## config.mk

```make
export PLATFORM = sky130hd
export DESIGN_NAME = psr_radius
export DESIGN_NICKNAME = d
export VERILOG_FILES = /design/src/rtl/psr_pkg.sv /design/src/rtl/psr_radius.sv
export SDC_FILE = /design/constraint.sdc
export NUM_CORES = 2
export LEC_CHECK = 0
export BUFFER_PORTS_ARGS = -buffer_cell sky130_fd_sc_hd__buf_2
export CORE_UTILIZATION = 61
export CTS_BUF_LIST = sky130_fd_sc_hd__clkbuf_8
export DETAILED_ROUTE_END_ITERATION = 8
export GPL_ROUTABILITY_DRIVEN = 0
export PLACE_DENSITY = 0.77
export SYNTH_ARGS = -nofsm -noshare
export SYNTH_HDL_FRONTEND = slang
export SYNTH_SLANG_ARGS = --single-unit
```

## constraint.sdc

```tcl
create_clock -name clk -period 8.3 [get_ports clk]
set_clock_uncertainty 0.15 [all_clocks]
set_input_delay 1.66 -clock clk [delete_from_list [all_inputs] [get_ports clk]]
set_output_delay 1.66 -clock clk [all_outputs]
set_load 0.03 [all_outputs]
```

## src/rtl/psr_pkg.sv

```systemverilog
// Shared constants, types and helper functions for the polar-to-Cartesian resampler.
package psr_pkg;

  // Fixed field widths
  localparam int OP_W       = 1;
  localparam int SRAD_W     = 7;
  localparam int SANG_W     = 8;
  localparam int VAL_W      = 16;
  localparam int PIX_W      = 11;
  localparam int MR_W       = 8;
  localparam int ZF_W       = 4;
  localparam int ST_W       = 9;
  localparam int CFG_DATA_W = 9;
  localparam int CFG_IDX_W  = 2;

  // Default sizing
  localparam int DEF_MAX_RADIUS      = 128;
  localparam int DEF_MAX_ANGLE_STEPS = 256;
  localparam int DEF_MAX_ZOOM        = 8;

  // Register reset values
  localparam logic [MR_W-1:0] RST_MAX_RADIUS  = 8'd128;
  localparam logic [ZF_W-1:0] RST_ZOOM_FACTOR = 4'd1;
  localparam logic [ST_W-1:0] RST_ANGLE_STEPS = 9'd256;

  // Fixed point
  localparam int FRAC_W        = 8;            // radius and angle fraction bits
  localparam int RAD_SHIFT     = 2 * FRAC_W;   // pre-shift of the squared radius
  localparam int ANG_W         = 24;           // binary angle, one turn = 2^24
  localparam int ANG_SHIFT     = ANG_W - FRAC_W;
  localparam int CORDIC_STAGES = 20;
  localparam int CORDIC_GUARD  = 16;           // vector pre-scale, as shift
  localparam int ROUND_BIAS    = 32768;

  localparam logic OP_WRITE = 1'b0;
  localparam logic OP_QUERY = 1'b1;

  typedef enum logic [CFG_IDX_W-1:0] {
    CFG_MAX_RADIUS  = 2'd0,
    CFG_ZOOM_FACTOR = 2'd1,
    CFG_ANGLE_STEPS = 2'd2
  } cfg_reg_t;

  // Control and write payload that travels alongside the arithmetic
  typedef struct packed {
    logic                     valid;
    logic                     op;
    logic                     in_disc;
    logic [SRAD_W-1:0]        radius;
    logic [SANG_W-1:0]        angle;
    logic signed [VAL_W-1:0]  value;
  } psr_meta_t;

  // Width of the centered coordinates X and Y (signed)
  function automatic int coord_w(int max_radius, int max_zoom);
    int mw;
    mw = $clog2(max_radius * max_zoom + 1);
    return ((mw > PIX_W) ? mw : PIX_W) + 1;
  endfunction

  // Sum of the root digits and quotient bits of the radius path, squared radius to Q8 radius
  function automatic int radius_lat(int max_radius, int max_zoom);
    return coord_w(max_radius, max_zoom) + FRAC_W + $clog2(max_radius) + FRAC_W;
  endfunction

  // Reduce a narrow index below a constant modulus
  function automatic int wrap_index(int value, int modulus);
    int v;
    v = value;
    for (int k = 7; k >= 0; k--) begin
      if (v >= (modulus << k)) v = v - (modulus << k);
    end
    return v;
  endfunction

  // round(atan(2^-i) / turn * 2^24)
  function automatic logic [ANG_W-1:0] cordic_atan(int i);
    logic [ANG_W-1:0] a;
    case (i)
      0:       a = 24'd2097152;
      1:       a = 24'd1238021;
      2:       a = 24'd654136;
      3:       a = 24'd332050;
      4:       a = 24'd166669;
      5:       a = 24'd83416;
      6:       a = 24'd41718;
      7:       a = 24'd20860;
      8:       a = 24'd10430;
      9:       a = 24'd5215;
      10:      a = 24'd2608;
      11:      a = 24'd1304;
      12:      a = 24'd652;
      13:      a = 24'd326;
      14:      a = 24'd163;
      15:      a = 24'd81;
      16:      a = 24'd41;
      17:      a = 24'd20;
      18:      a = 24'd10;
      19:      a = 24'd5;
      default: a = '0;
    endcase
    return a;
  endfunction

endpackage

```

## src/rtl/psr_radius.sv

```systemverilog
// Radius path: pipelined square root, then pipelined division by the zoom.
module psr_radius #(
  parameter int MAX_RADIUS = psr_pkg::DEF_MAX_RADIUS,
  parameter int MAX_ZOOM   = psr_pkg::DEF_MAX_ZOOM,
  localparam int CW  = psr_pkg::coord_w(MAX_RADIUS, MAX_ZOOM),
  localparam int SW  = 2 * CW,
  localparam int NW  = SW + psr_pkg::RAD_SHIFT,
  localparam int QW  = NW / 2,
  localparam int ZW  = $clog2(MAX_ZOOM + 1),
  localparam int RQW = $clog2(MAX_RADIUS) + psr_pkg::FRAC_W
) (
  input  logic            clk,
  input  logic            adv,
  input  logic [SW-1:0]   sum_sq,
  input  logic [ZW-1:0]   zf,
  output logic [RQW-1:0]  rq8
);

  // Square root, one result bit per stage
  logic [NW-1:0] rad    [QW-1];
  logic [QW+1:0] rem    [QW];
  logic [QW-1:0] root   [QW];
  logic [ZW-1:0] zf_sq  [QW];

  for (genvar k = 0; k < QW; k++) begin : g_sqrt
    logic [NW-1:0] rad_in;
    logic [QW+1:0] rem_in;
    logic [QW-1:0] root_in;
    logic [ZW-1:0] zf_in;
    logic [QW+3:0] trial_rem;
    logic [QW+3:0] trial;

    if (k == 0) begin : g_first
      assign rad_in  = {sum_sq, {psr_pkg::RAD_SHIFT{1'b0}}};
      assign rem_in  = '0;
      assign root_in = '0;
      assign zf_in   = zf;
    end else begin : g_next
      assign rad_in  = rad[k-1];
      assign rem_in  = rem[k-1];
      assign root_in = root[k-1];
      assign zf_in   = zf_sq[k-1];
    end

    assign trial_rem = {rem_in, rad_in[NW-1 -: 2]};
    assign trial     = {2'b00, root_in, 2'b01};

    always_ff @(posedge clk) begin
      if (adv) begin
        if (trial_rem >= trial) begin
          rem[k]  <= (QW+2)'(trial_rem - trial);
          root[k] <= {root_in[QW-2:0], 1'b1};
        end else begin
          rem[k]  <= (QW+2)'(trial_rem);
          root[k] <= {root_in[QW-2:0], 1'b0};
        end
        zf_sq[k] <= zf_in;
      end
    end

    if (k < QW - 1) begin : g_rad
      always_ff @(posedge clk) begin
        if (adv) rad[k] <= rad_in << 2;
      end
    end
  end

  // Restoring division; only the low RQW quotient bits can be nonzero inside the disc
  logic [QW-1:0]  num   [RQW-1];
  logic [ZW-1:0]  drem  [RQW];
  logic [RQW-1:0] quo   [RQW];
  logic [ZW-1:0]  zf_dv [RQW-1];

  for (genvar j = 0; j < RQW; j++) begin : g_div
    logic [QW-1:0]  num_in;
    logic [ZW-1:0]  rem_in;
    logic [RQW-1:0] quo_in;
    logic [ZW-1:0]  zf_in;
    logic [ZW:0]    part;

    if (j == 0) begin : g_first
      assign num_in = root[QW-1];
      assign rem_in = ZW'(root[QW-1] >> RQW);
      assign quo_in = '0;
      assign zf_in  = zf_sq[QW-1];
    end else begin : g_next
      assign num_in = num[j-1];
      assign rem_in = drem[j-1];
      assign quo_in = quo[j-1];
      assign zf_in  = zf_dv[j-1];
    end

    assign part = {rem_in, num_in[RQW-1-j]};

    always_ff @(posedge clk) begin
      if (adv) begin
        if (part >= {1'b0, zf_in}) begin
          drem[j] <= ZW'(part - {1'b0, zf_in});
          quo[j]  <= {quo_in[RQW-2:0], 1'b1};
        end else begin
          drem[j] <= ZW'(part);
          quo[j]  <= {quo_in[RQW-2:0], 1'b0};
        end
      end
    end

    if (j < RQW - 1) begin : g_carry
      always_ff @(posedge clk) begin
        if (adv) begin
          num[j]   <= num_in;
          zf_dv[j] <= zf_in;
        end
      end
    end
  end

  assign rq8 = quo[RQW-1];

endmodule

```

==> impl_metrics.sql <==
INSERT INTO impl_metrics (metric_group, metric, value, unit) VALUES
('finish', 'syn2layout_area_growth', '9.62', '%'),
('clock_network', 'clk_path_buf_depth', '3', ''),
('critical_path', 'worstPathArrival', '4.85', 'ns'),
('clock_network', 'cts_root_buf', 'sky130_fd_sc_hd__clkbuf_8', ''),
('global_routing', 'grt_pass1_vias', '29200', ''),
('status', 'outcome', 'completed', ''),
('floorplan', 'die_height', '295', 'um'),
('critical_path', 'cp-end-kind', 'register', ''),
('finish', 'ff_latch_area', '0.0342', 'mm2'),
('finish', 'layout.filler_cells', '5889', ''),
('floorplan', 'die_x', '295', 'um'),
('placement', 'preCtsSetupSlack', '3.01', 'ns'),
('clock_network', 'numCtsBuffers', '182', ''),
('timing', 'number_of_endpoints_failing_setup_at_the_final_stage', '0', ''),
('clock_network', 'clk-insertion-delay-late', '0.86', 'ns'),
('placement', 'place_area', '0.0542', 'mm2'),
('routing', 'via_count', '30000', ''),
('power_and_ir_drop', 'post-layout-total-power', '14.0', 'mW'),
('clock_network', 'cts.hold.buffers_added', '0', ''),
('power_and_ir_drop', 'switching_power_total', '3.66', 'mW'),
('power_and_ir_drop', 'seq_power_share', '53.2', '%'),
('critical_path', 'path_class', 'in -> reg', ''),
('clock_network', 'cts-htree-levels', '4', ''),
('timing', 'rsz0062_at_grt', 'no', ''),
('clock_network', 'clk_pin_slew', '0.06', 'ns'),
('power_and_ir_drop', 'switching_share', '26.1', '%'),
('routing', 'count_of_tritonroute_iterations_in_the_first_routing_pass', '5', ''),
('yosys', 'postSynthNetCount', '4246', ''),
('yosys', 'synth.cell_area', '0.0525', 'mm2'),
('critical_path', 'timing.critical_path.from_type', 'input pin', ''),
('routing', 'detail_route.drc_violations', '0', ''),
('global_routing', 'grt_util_all_layers', '21.1', '%'),
('global_routing', 'grt_pass1_wl', '146000', 'um'),
('yosys', 'ys_seq_area_share', '65.2', '%'),
('floorplan', 'die_area', '0.0873', 'mm2'),
('timing', 'timing.hold.ws', '0.227', 'ns'),
('global_routing', 'grt_overflow', '0', ''),
('floorplan', 'num_rows', '107', ''),
('global_routing', 'maximum_number_of_pins_on_one_net_before_global_route_repair', '156', ''),
('routing', 'ant_nets', '0', ''),
('finish', 'combined_area_of_the_multi_input_logic_cells', '0.0166', 'mm2'),
('global_routing', 'antenna_violations_before_repair', '2', ''),
('power_and_ir_drop', 'power_report.internal_total', '10.4', 'mW'),
('timing', 'final-max-slew-violation-count', '0', ''),
('routing', 'routed_wire_length_per_instance', '16.9', 'um'),
('yosys', 'synthArstFlopShare', '0', '%'),
('yosys', 'synth.top_cells.by_area', 'sky130_fd_sc_hd__edfxtp_1 65%, sky130_fd_sc_hd__ha_1 6.6%, sky130_fd_sc_hd__xnor2_1 2.8%, sky130_fd_sc_hd__inv_1 2.7%, sky130_fd_sc_hd__o21ai_0 2.3%', ''),
('finish', 'final_net_count', '4418', ''),
('yosys', 'netlist_instances', '3918', ''),
('clock_network', 'clkSinkCount', '1141', ''),
('finish', 'final_cell_mix', '1139 x sky130_fd_sc_hd__edfxtp_1, 423 x sky130_fd_sc_hd__inv_1, 277 x sky130_fd_sc_hd__ha_1', ''),
('clock_network', 'cts_setup_buffers', '0', ''),
('finish', 'final_util', '67.6', '%'),
('placement', 'dpl.hpwl', '62000', 'um'),
('placement', 'place_inst', '5050', ''),
('timing', 'finalCriticalPeriod', '4.39', 'ns'),
('yosys', 'synth_top_cell_by_area', 'sky130_fd_sc_hd__edfxtp_1', ''),
('yosys', 'synthesis.area_per_instance', '13.4', 'um2'),
('critical_path', 'crit_required', '8.76', 'ns'),
('timing', 'worst_slew_pin_slew', '1.34', 'ns'),
('clock_network', 'postCtsResizedCells', '0', ''),
('floorplan', 'floorplan.initialDensity', '61.7', '%'),
('yosys', 'synth-seq-cells', '1141', ''),
('routing', 'detail_route.vias_per_cell', '5.59', ''),
('yosys', 'number_of_distinct_standard_cells_referenced_by_the_synthesized_netlist', '81', ''),
('timing', 'report.final.hold_viol_count', '0', ''),
('power_and_ir_drop', 'power.combinational.fraction', '14.6', '%'),
('timing', 'fmax', '228', 'MHz'),
('timing', 'finalCritPeriodShare', '52.9', '%'),
('power_and_ir_drop', 'vdd.ir_drop.worst', '0.000181', 'V'),
('yosys', 'number_of_synthesized_flops_with_an_enable_pin', '1139', '');
==> cell usage after synthesis (all sizes together) (38+ instances only) <==
library cell and count:
nor3 75, a21oi 158, mux2 52, nand2 251
o21ai 243, nand3 62, nor2 209, nor2b 60
inv 375, o21a 54, ha 277, xor2 117
clkbuf 79, a21o 51, nand2b 43, edfxtp 1139
nor4 38, xnor2 167
==> worst max-delay path: stages <==
cell and delay [ns]:
sky130_fd_sc_hd__buf_8 0.54, sky130_fd_sc_hd__buf_4 0.67, sky130_fd_sc_hd__nor4b_1 0.58, sky130_fd_sc_hd__nand2b_1 0.25, sky130_fd_sc_hd__a211o_1 0.33, sky130_fd_sc_hd__o41ai_2 0.05, sky130_fd_sc_hd__buf_4 0.26, sky130_fd_sc_hd__mux2_2 0.36
==> final timing paths <==
path	start	to	slack, ns	cells past startpoint
worst min-delay path	rad[8][35]	rad[9][37]	0.23	0
worst min register to register	rad[8][35]	rad[9][37]	0.23	0
worst max register to register	rem[11][0]	rem[12][4]	4.44	9
worst max-delay path	adv	rem[12][4]	3.91	8
==> registers in the layout, summed over array words and instances, names as in the netlist <==
register  count
zf_dv        56
root        209
quo         120
num         105
zf_sq        80
drem         56
rem         383
rad         132
==> cell families after synthesis <==
family | share of synthesized area (%)
buf+inv | 3.29
flops | 65.2
xor+xnor | 4.74
compound gates | 8.54
fa+ha+maj | 7.40
simple gates | 9.55
mux | 1.27
==> cell type report <==
type	count	share of cell area, %
timing repair buffer	72	0.874
antenna	1	0.00435
clock buffer	185	4.42
clock inverter	135	1.49
inverter	375	2.45
multi-input combinational	2318	28.8
sequential	1141	59.5
tap	1144	2.49
==> power groups by stage <==
| stage | sequential (mW) | combinational, mW | clock [mW] |
|---|---|---|---|
| floorplan | 7.43 | 1.58 | 0 |
| global placement | 7.57 | 1.95 | 0 |
| detailed placement | 7.58 | 2.03 | 0 |
| CTS | 7.47 | 2.05 | 4.62 |
| global route | 7.52 | 2.30 | 4.86 |
| finish | 7.46 | 2.05 | 4.50 |
==> layer usage <==
layer	vias up	track usage [%]	wire, um
li1	14800	-	-
met3	128	3.91	4180
met2	646	34.9	44600
met4	0	7.20	1700
met5	-	0	0
met1	14500	28.1	40000
Note: power is estimated with default switching activity, not from simulation.
