`src/rtl/psr_pkg.sv`:
```
// Shared constants, types and helper functions for the polar-to-Cartesian resampler.
package psr_pkg;

  // Fixed field widths
  localparam int OP_W       = 1;
  localparam int SRAD_W     = 7;
  localparam int SANG_W     = 8;
  localparam int VAL_W      = 16;
  localparam int PIX_W      = 11;
  localparam int MR_W       = 8;
  localparam int ZF_W       = 4;
  localparam int ST_W       = 9;
  localparam int CFG_DATA_W = 9;
  localparam int CFG_IDX_W  = 2;

  // Default sizing
  localparam int DEF_MAX_RADIUS      = 128;
  localparam int DEF_MAX_ANGLE_STEPS = 256;
  localparam int DEF_MAX_ZOOM        = 8;

  // Register reset values
  localparam logic [MR_W-1:0] RST_MAX_RADIUS  = 8'd128;
  localparam logic [ZF_W-1:0] RST_ZOOM_FACTOR = 4'd1;
  localparam logic [ST_W-1:0] RST_ANGLE_STEPS = 9'd256;

  // Fixed point
  localparam int FRAC_W        = 8;            // radius and angle fraction bits
  localparam int RAD_SHIFT     = 2 * FRAC_W;   // pre-shift of the squared radius
  localparam int ANG_W         = 24;           // binary angle, one turn = 2^24
  localparam int ANG_SHIFT     = ANG_W - FRAC_W;
  localparam int CORDIC_STAGES = 20;
  localparam int CORDIC_GUARD  = 16;           // vector pre-scale, as shift
  localparam int ROUND_BIAS    = 32768;

  localparam logic OP_WRITE = 1'b0;
  localparam logic OP_QUERY = 1'b1;

  typedef enum logic [CFG_IDX_W-1:0] {
    CFG_MAX_RADIUS  = 2'd0,
    CFG_ZOOM_FACTOR = 2'd1,
    CFG_ANGLE_STEPS = 2'd2
  } cfg_reg_t;

  // Control and write payload that travels alongside the arithmetic
  typedef struct packed {
    logic                     valid;
    logic                     op;
    logic                     in_disc;
    logic [SRAD_W-1:0]        radius;
    logic [SANG_W-1:0]        angle;
    logic signed [VAL_W-1:0]  value;
  } psr_meta_t;

  // Width of the centered coordinates X and Y (signed)
  function automatic int coord_w(int max_radius, int max_zoom);
    int mw;
    mw = $clog2(max_radius * max_zoom + 1);
    return ((mw > PIX_W) ? mw : PIX_W) + 1;
  endfunction

  // Sum of the root digits and quotient bits of the radius path, squared radius to Q8 radius
  function automatic int radius_lat(int max_radius, int max_zoom);
    return coord_w(max_radius, max_zoom) + FRAC_W + $clog2(max_radius) + FRAC_W;
  endfunction

  // Reduce a narrow index below a constant modulus
  function automatic int wrap_index(int value, int modulus);
    int v;
    v = value;
    for (int k = 7; k >= 0; k--) begin
      if (v >= (modulus << k)) v = v - (modulus << k);
    end
    return v;
  endfunction

  // round(atan(2^-i) / turn * 2^24)
  function automatic logic [ANG_W-1:0] cordic_atan(int i);
    logic [ANG_W-1:0] a;
    case (i)
      0:       a = 24'd2097152;
      1:       a = 24'd1238021;
      2:       a = 24'd654136;
      3:       a = 24'd332050;
      4:       a = 24'd166669;
      5:       a = 24'd83416;
      6:       a = 24'd41718;
      7:       a = 24'd20860;
      8:       a = 24'd10430;
      9:       a = 24'd5215;
      10:      a = 24'd2608;
      11:      a = 24'd1304;
      12:      a = 24'd652;
      13:      a = 24'd326;
      14:      a = 24'd163;
      15:      a = 24'd81;
      16:      a = 24'd41;
      17:      a = 24'd20;
      18:      a = 24'd10;
      19:      a = 24'd5;
      default: a = '0;
    endcase
    return a;
  endfunction

endpackage

```
`src/rtl/psr_front.sv`:
```
// Front end: register clamping, centered coordinates, squared radius and limit.
module psr_front #(
  parameter int MAX_RADIUS      = psr_pkg::DEF_MAX_RADIUS,
  parameter int MAX_ANGLE_STEPS = psr_pkg::DEF_MAX_ANGLE_STEPS,
  parameter int MAX_ZOOM        = psr_pkg::DEF_MAX_ZOOM,
  localparam int MRW = $clog2(MAX_RADIUS + 1),
  localparam int ZW  = $clog2(MAX_ZOOM + 1),
  localparam int STW = $clog2(MAX_ANGLE_STEPS + 1),
  localparam int MW  = $clog2(MAX_RADIUS * MAX_ZOOM + 1),
  localparam int CW  = psr_pkg::coord_w(MAX_RADIUS, MAX_ZOOM),
  localparam int SW  = 2 * CW
) (
  input  logic                           clk,
  input  logic                           rst,
  input  logic                           adv,
  input  psr_pkg::psr_meta_t             meta_in,
  input  logic [psr_pkg::PIX_W-1:0]      pixel_column,
  input  logic [psr_pkg::PIX_W-1:0]      pixel_row,
  input  logic [psr_pkg::MR_W-1:0]       max_radius,
  input  logic [psr_pkg::ZF_W-1:0]       zoom_factor,
  input  logic [psr_pkg::ST_W-1:0]       angle_steps,
  output psr_pkg::psr_meta_t             meta,
  output logic [SW-1:0]                  sum_sq,
  output logic [SW-1:0]                  lim_sq,
  output logic signed [CW-1:0]           x_pos,
  output logic signed [CW-1:0]           y_pos,
  output logic                           mr_ok,
  output logic [ZW-1:0]                  zf,
  output logic [STW-1:0]                 st
);

  logic [MRW-1:0]        mr_c;
  logic [ZW-1:0]         zf_c;
  logic [STW-1:0]        st_c;
  logic [MRW+ZW-1:0]     m_prod;
  logic [MRW+ZW-1:0]     lim_prod;
  logic [MW-1:0]         m_c;
  logic signed [CW-1:0]  x_c;
  logic signed [CW-1:0]  y_c;

  psr_pkg::psr_meta_t    meta1;
  logic signed [CW-1:0]  x1;
  logic signed [CW-1:0]  y1;
  logic [MW-1:0]         lim1;
  logic                  mr_ok1;
  logic [ZW-1:0]         zf1;
  logic [STW-1:0]        st1;

  logic signed [SW-1:0]  sq_x;
  logic signed [SW-1:0]  sq_y;
  logic [SW-1:0]         lim_sq_c;

  // Saturate the registers to the built sizes; a zero zoom or step count becomes one
  always_comb begin
    if (32'(max_radius) > MAX_RADIUS) mr_c = MRW'(MAX_RADIUS);
    else mr_c = MRW'(max_radius);
    if (zoom_factor == '0) zf_c = ZW'(1);
    else if (32'(zoom_factor) > MAX_ZOOM) zf_c = ZW'(MAX_ZOOM);
    else zf_c = ZW'(zoom_factor);
    if (angle_steps == '0) st_c = STW'(1);
    else if (32'(angle_steps) > MAX_ANGLE_STEPS) st_c = STW'(MAX_ANGLE_STEPS);
    else st_c = STW'(angle_steps);
  end

  assign m_prod   = mr_c * zf_c;
  assign lim_prod = (mr_c - MRW'(1)) * zf_c;
  assign m_c      = MW'(m_prod);
  assign x_c = $signed({{(CW-psr_pkg::PIX_W){1'b0}}, pixel_column})
             - $signed({{(CW-MW){1'b0}}, m_c});
  assign y_c = $signed({{(CW-MW){1'b0}}, m_c})
             - $signed({{(CW-psr_pkg::PIX_W){1'b0}}, pixel_row});

  assign sq_x     = x1 * x1;
  assign sq_y     = y1 * y1;
  assign lim_sq_c = lim1 * lim1;

  always_ff @(posedge clk) begin
    if (rst) begin
      meta1.valid <= 1'b0;
      meta.valid  <= 1'b0;
    end else if (adv) begin
      meta1  <= meta_in;
      x1     <= x_c;
      y1     <= y_c;
      mr_ok1 <= (mr_c >= MRW'(2));
      lim1   <= (mr_c >= MRW'(2)) ? MW'(lim_prod) : '0;
      zf1    <= zf_c;
      st1    <= st_c;

      meta   <= meta1;
      sum_sq <= SW'(sq_x) + SW'(sq_y);
      lim_sq <= lim_sq_c;
      x_pos  <= x1;
      y_pos  <= y1;
      mr_ok  <= mr_ok1;
      zf     <= zf1;
      st     <= st1;
    end
  end

endmodule

```
`config.mk`:
```
export PLATFORM = sky130hd
export DESIGN_NAME = psr_front
export DESIGN_NICKNAME = d
export VERILOG_FILES = /design/src/rtl/psr_pkg.sv /design/src/rtl/psr_front.sv
export SDC_FILE = /design/constraint.sdc
export NUM_CORES = 1
export LEC_CHECK = 0
export ABC_CLOCK_PERIOD_IN_PS = 11000
export BUFFER_PORTS_ARGS = -buffer_cell sky130_fd_sc_hd__buf_2
export CORE_MARGIN = 1.5
export CORE_UTILIZATION = 56
export DETAILED_ROUTE_END_ITERATION = 6
export PLACE_DENSITY = 0.89
export SKIP_CTS_REPAIR_TIMING = 1
export SLEW_MARGIN = 20
export SYNTH_ARGS = -nofsm -noshare
export SYNTH_HDL_FRONTEND = slang
export SYNTH_SLANG_ARGS = --single-unit
```
`constraint.sdc`:
```
create_clock -name clk -period 11 [get_ports clk]
set_clock_uncertainty 0.2 [all_clocks]
set_input_delay 2.2 -clock clk [delete_from_list [all_inputs] [get_ports clk]]
set_output_delay 2.2 -clock clk [all_outputs]
set_load 0.1 [all_outputs]
```
==> results_tabular.tex <==
\begin{tabular}{lr}
\hline
Metric & Value \\
\hline
\multicolumn{2}{l}{\textbf{Floorplanning}} \\
\quad Horizontal die dimension & 202 um \\
\quad Total die area & between 40000 and 50000 um\^{}2 \\
\quad Starting density of the core & a little under three fifths \\
\quad Top-Level Pins & 200 \\
\quad Y dimension of the die & 202 um \\
\quad Num rows & about 70 \\
\quad Core footprint & between 30000 and 40000 um\^{}2 \\
\multicolumn{2}{l}{\textbf{STA}} \\
\quad Final Hold Violating Endpoints & 0 \\
\quad Final min period & $\sim$7.5 ns \\
\quad Worst rel slew slack & about 31\% \\
\quad RSZ-0062 raised after global routing & no \\
\quad Max Fclk & between 0.1 and 0.15 GHz \\
\quad Final setup violation count & 0 \\
\quad Worst-margin pin slew & 1.04 ns \\
\quad Number of pins with negative max-slew slack in the final report & 0 \\
\quad Final worst-path cycle share & approximately 68\% \\
\quad Setup\_tns & 0 ns \\
\multicolumn{2}{l}{\textbf{Setup path}} \\
\quad Category of the worst setup path launch point & register \\
\quad Reg2Reg Depth & 19 \\
\quad Number of buffer and inverter stages on the critical path & 3 \\
\quad Slowest cell on the critical path & sky130\_fd\_sc\_hd\_\_fa\_1 \\
\quad Crit path depth & 19 \\
\quad Capturing element of the worst setup path & sum\_sq[21] \\
\quad Reg-to-Reg Start & y1[11] \\
\quad Endpoint of the worst register-to-register path & sum\_sq[21] \\
\quad Worst-path maximum fanout & 24 \\
\quad Setup slack on the worst flop-to-flop path & between 3 and 4 ns \\
\quad Sort of element at the end of the critical path & register \\
\quad Ordered cell list for the critical path & nand2\_1 -> fa\_1 -> inv\_1 -> fa\_1 -> fa\_1 -> fa\_1 -> fa\_1 -> fa\_1 -> inv\_1 -> fa\_1 -> inv\_1 -> ha\_1 -> a21oi\_1 -> o21ai\_0 -> a31oi\_1 -> o21ai\_0 -> a21oi\_1 -> o2bb2ai\_1 -> xnor2\_1 \\
\quad Most numerous cell on the critical path & sky130\_fd\_sc\_hd\_\_fa\_1 \\
\quad CP peak stage delay & approximately 1 ns \\
\quad Required time reported for the critical path endpoint & 11.02 ns \\
\quad Arrival time reported for the critical path endpoint & roughly 7.5 ns \\
\quad Kind of cell with the highest combined delay on the critical path & adder cells \\
\quad Launching instance or port of the critical path & y1[11] \\
\quad Critical path class & reg2reg \\
\multicolumn{2}{l}{\textbf{Yosys}} \\
\quad Number of distinct library cell variants in the gate-level netlist after synthesis & 54 \\
\quad Number of warnings printed during yosys synthesis & 0 \\
\quad Adder-Cell Fraction of Synth Area & roughly 45\% \\
\quad Yosys top cell area share & around a third \\
\quad Fraction of synthesized cell area in xor and xnor cells & under 10\% \\
\quad Share of synthesized cell area in and, or, nand and nor gates & a little under a tenth \\
\quad Dominant combinational cell family by area after synthesis & adder cells \\
\quad EDFF count, synth & just under 200 \\
\quad Synthesized area divided by synthesized cell count & roughly 11 um\^{}2 \\
\quad Flip-flop and latch count after synthesis & 200 \\
\quad Netlist area before placement & 22200 um\^{}2 \\
\quad Synth area leader & sky130\_fd\_sc\_hd\_\_fa\_1 \\
\quad Number of instances in the synthesized netlist & 2048 \\
\quad Compound-cell area share of the yosys netlist & roughly 4.8\% \\
\quad Most area-consuming cells after synthesis & sky130\_fd\_sc\_hd\_\_fa\_1 (33\%), sky130\_fd\_sc\_hd\_\_edfxtp\_1 (27\%), sky130\_fd\_sc\_hd\_\_ha\_1 (11\%) \\
\quad Dominant synthesized flop cell & sky130\_fd\_sc\_hd\_\_edfxtp\_1 \\
\quad Sequential share of the synthesized area & a little over a quarter \\
\quad Fraction of synthesized area in multiplexers & 0.186\% \\
\quad Async S/R FF share, synth & 0\% \\
\multicolumn{2}{l}{\textbf{Clock network}} \\
\quad Maximum count of clock buffers along a single path & 2 \\
\quad Library cell used as clock root buffer & sky130\_fd\_sc\_hd\_\_clkbuf\_16 \\
\quad Number of buffers created by CTS & 17 \\
\quad \# clock sinks & 200 \\
\quad Clock tree from TritonCTS & done \\
\quad Number of H-tree levels & 4 \\
\quad Clock transition at the registers of the reported paths & 0.08 ns \\
\quad Source-to-sink clock delay at the later pin of the worst-skew pair & roughly 0.47 ns \\
\multicolumn{2}{l}{\textbf{Min path}} \\
\quad Hold Crit Class & reg2reg \\
\quad Instance count along the most critical hold path & 0 \\
\multicolumn{2}{l}{\textbf{Cells and area}} \\
\quad Most frequent standard cell in the layout excluding fill and tap cells & sky130\_fd\_sc\_hd\_\_inv\_1 \\
\quad Net total in the final layout & 2872 \\
\quad Commonest cells after routing, fill and taps aside & sky130\_fd\_sc\_hd\_\_inv\_1 (532), sky130\_fd\_sc\_hd\_\_fa\_1 (371), sky130\_fd\_sc\_hd\_\_ha\_1 (202), sky130\_fd\_sc\_hd\_\_edfxtp\_1 (198), sky130\_fd\_sc\_hd\_\_buf\_2 (196) \\
\quad Layout cells sized above 1 & roughly 11\% \\
\quad Synthesis-to-layout area growth & 9.42\% \\
\multicolumn{2}{l}{\textbf{Place}} \\
\quad Final weighted congestion of routability-driven global placement & between 0.8 and 0.9 \\
\quad Count of buffers inserted at the top-level ports & between 150 and 200 \\
\quad Final HPWL from detailed placement & between 30 and 40 mm \\
\multicolumn{2}{l}{\textbf{GRT}} \\
\quad Number of global-route vias before repair & around 16k \\
\quad Number of antenna violations at the first check in global routing & 1 \\
\quad Global route total overflow & 0 \\
\quad Pin count of the biggest net entering global routing & 84 \\
\quad Overall global routing resource usage & 24.5\% \\
\quad Global-route wire length before repair & between 70 and 80 mm \\
\multicolumn{2}{l}{\textbf{Detailed routing}} \\
\quad Initial detailed-routing violation count & roughly 1.0k \\
\quad Avg Vias per Cell & roughly 5.3 \\
\quad Number of nets with antenna violations after detailed routing & 0 \\
\quad Total wirelength of the detailed-routed design & 47.3 mm \\
\quad DRC viols & 0 \\
\quad Detailed-router iteration count before antenna repair & 5 \\
\quad Via count & roughly 15k \\
\quad Routed wirelength normalized by instance count & roughly 17 um \\
\multicolumn{2}{l}{\textbf{Outcome}} \\
\quad Run status & complete, no violations \\
\multicolumn{2}{l}{\textbf{Flow run}} \\
\quad Number of maximum-capacitance violations & 0 \\
\hline
\end{tabular}
layout make-up:
class | instances | area (um^2)
well taps | 518 | 648
inverters | 533 | 2000
clock inverters | 14 | 166
clock buffers | 18 | 429
diodes | 1 | 2.50
multi-input cells | 1265 | 14100
fillers | 2918 | 14600
flip-flops and latches | 200 | 5990
repair buffers | 202 | 1050
worst min path at each step:
stage               from  slack, ns       end
2_1_floorplan   meta1[0]       0.20   meta[0]
3_3_place_gp   meta1[14]       0.20  meta[14]
3_5_place_dp   meta1[15]       0.20  meta[15]
4_1_cts        meta1[11]       0.21  meta[11]
5_1_grt        meta1[11]       0.22  meta[11]
6_report       meta1[11]       0.21  meta[11]
through the flow:
stage | worst slack [ns] | utilization, % | instance area (um^2) | hold slack (ns) | cells
6_report | 3.50 | 62.5 | 24300 | 0.207 | 2751
5_1_grt | 3.17 | 62.5 | 24300 | 0.223 | 2751
4_1_cts | 3.57 | 62.4 | 24300 | 0.210 | 2749
3_5_place_dp | 3.62 | 60.9 | 23700 | 0.205 | 2717
3_3_place_gp | 3.85 | 60.9 | 23700 | 0.200 | 2717
2_1_floorplan | 3.01 | - | 22200 | 0.200 | 2050
state kept, by name, summed over array words and instances (netlist names):
signal	cells
lim1	11
lim_sq	21
meta	34
meta1	34
mr_ok	1
mr_ok1	1
st	9
st1	9
sum_sq	24
x1	12
x_pos	12
y1	12
y_pos	12
zf	4
zf1	4
cell families (layout without fill, tap and decap cells):
kind of cell	Yosys count	after routing
fa+ha+maj	573	573
other cells	1	4
mux	4	4
buf+inv	585	767
compound gates	159	159
simple gates	418	418
flops	200	200
xor+xnor	108	108
layer usage:
layer  routed length (um)  vias up  track usage [%]
met5                    0        -                0
met4                 2180        0             11.9
met3                 2630      122             3.50
met2                24200      533             42.2
met1                18300     7408             30.4
li1                     -     6606                -
cells in the mapped netlist (39+ instances only):
master                     instances
sky130_fd_sc_hd__xnor2_1          81
sky130_fd_sc_hd__nor2_1           74
sky130_fd_sc_hd__and2_1           98
sky130_fd_sc_hd__edfxtp_1        198
sky130_fd_sc_hd__ha_1            202
sky130_fd_sc_hd__nand2_1         156
sky130_fd_sc_hd__clkbuf_1         47
sky130_fd_sc_hd__fa_1            371
sky130_fd_sc_hd__a21oi_1          48
sky130_fd_sc_hd__nor2b_1          39
sky130_fd_sc_hd__inv_1           532
Power is left out: the tool's default activity adds up to more than one toggle a clock period on the data nets, which glitch-free logic cannot reach.
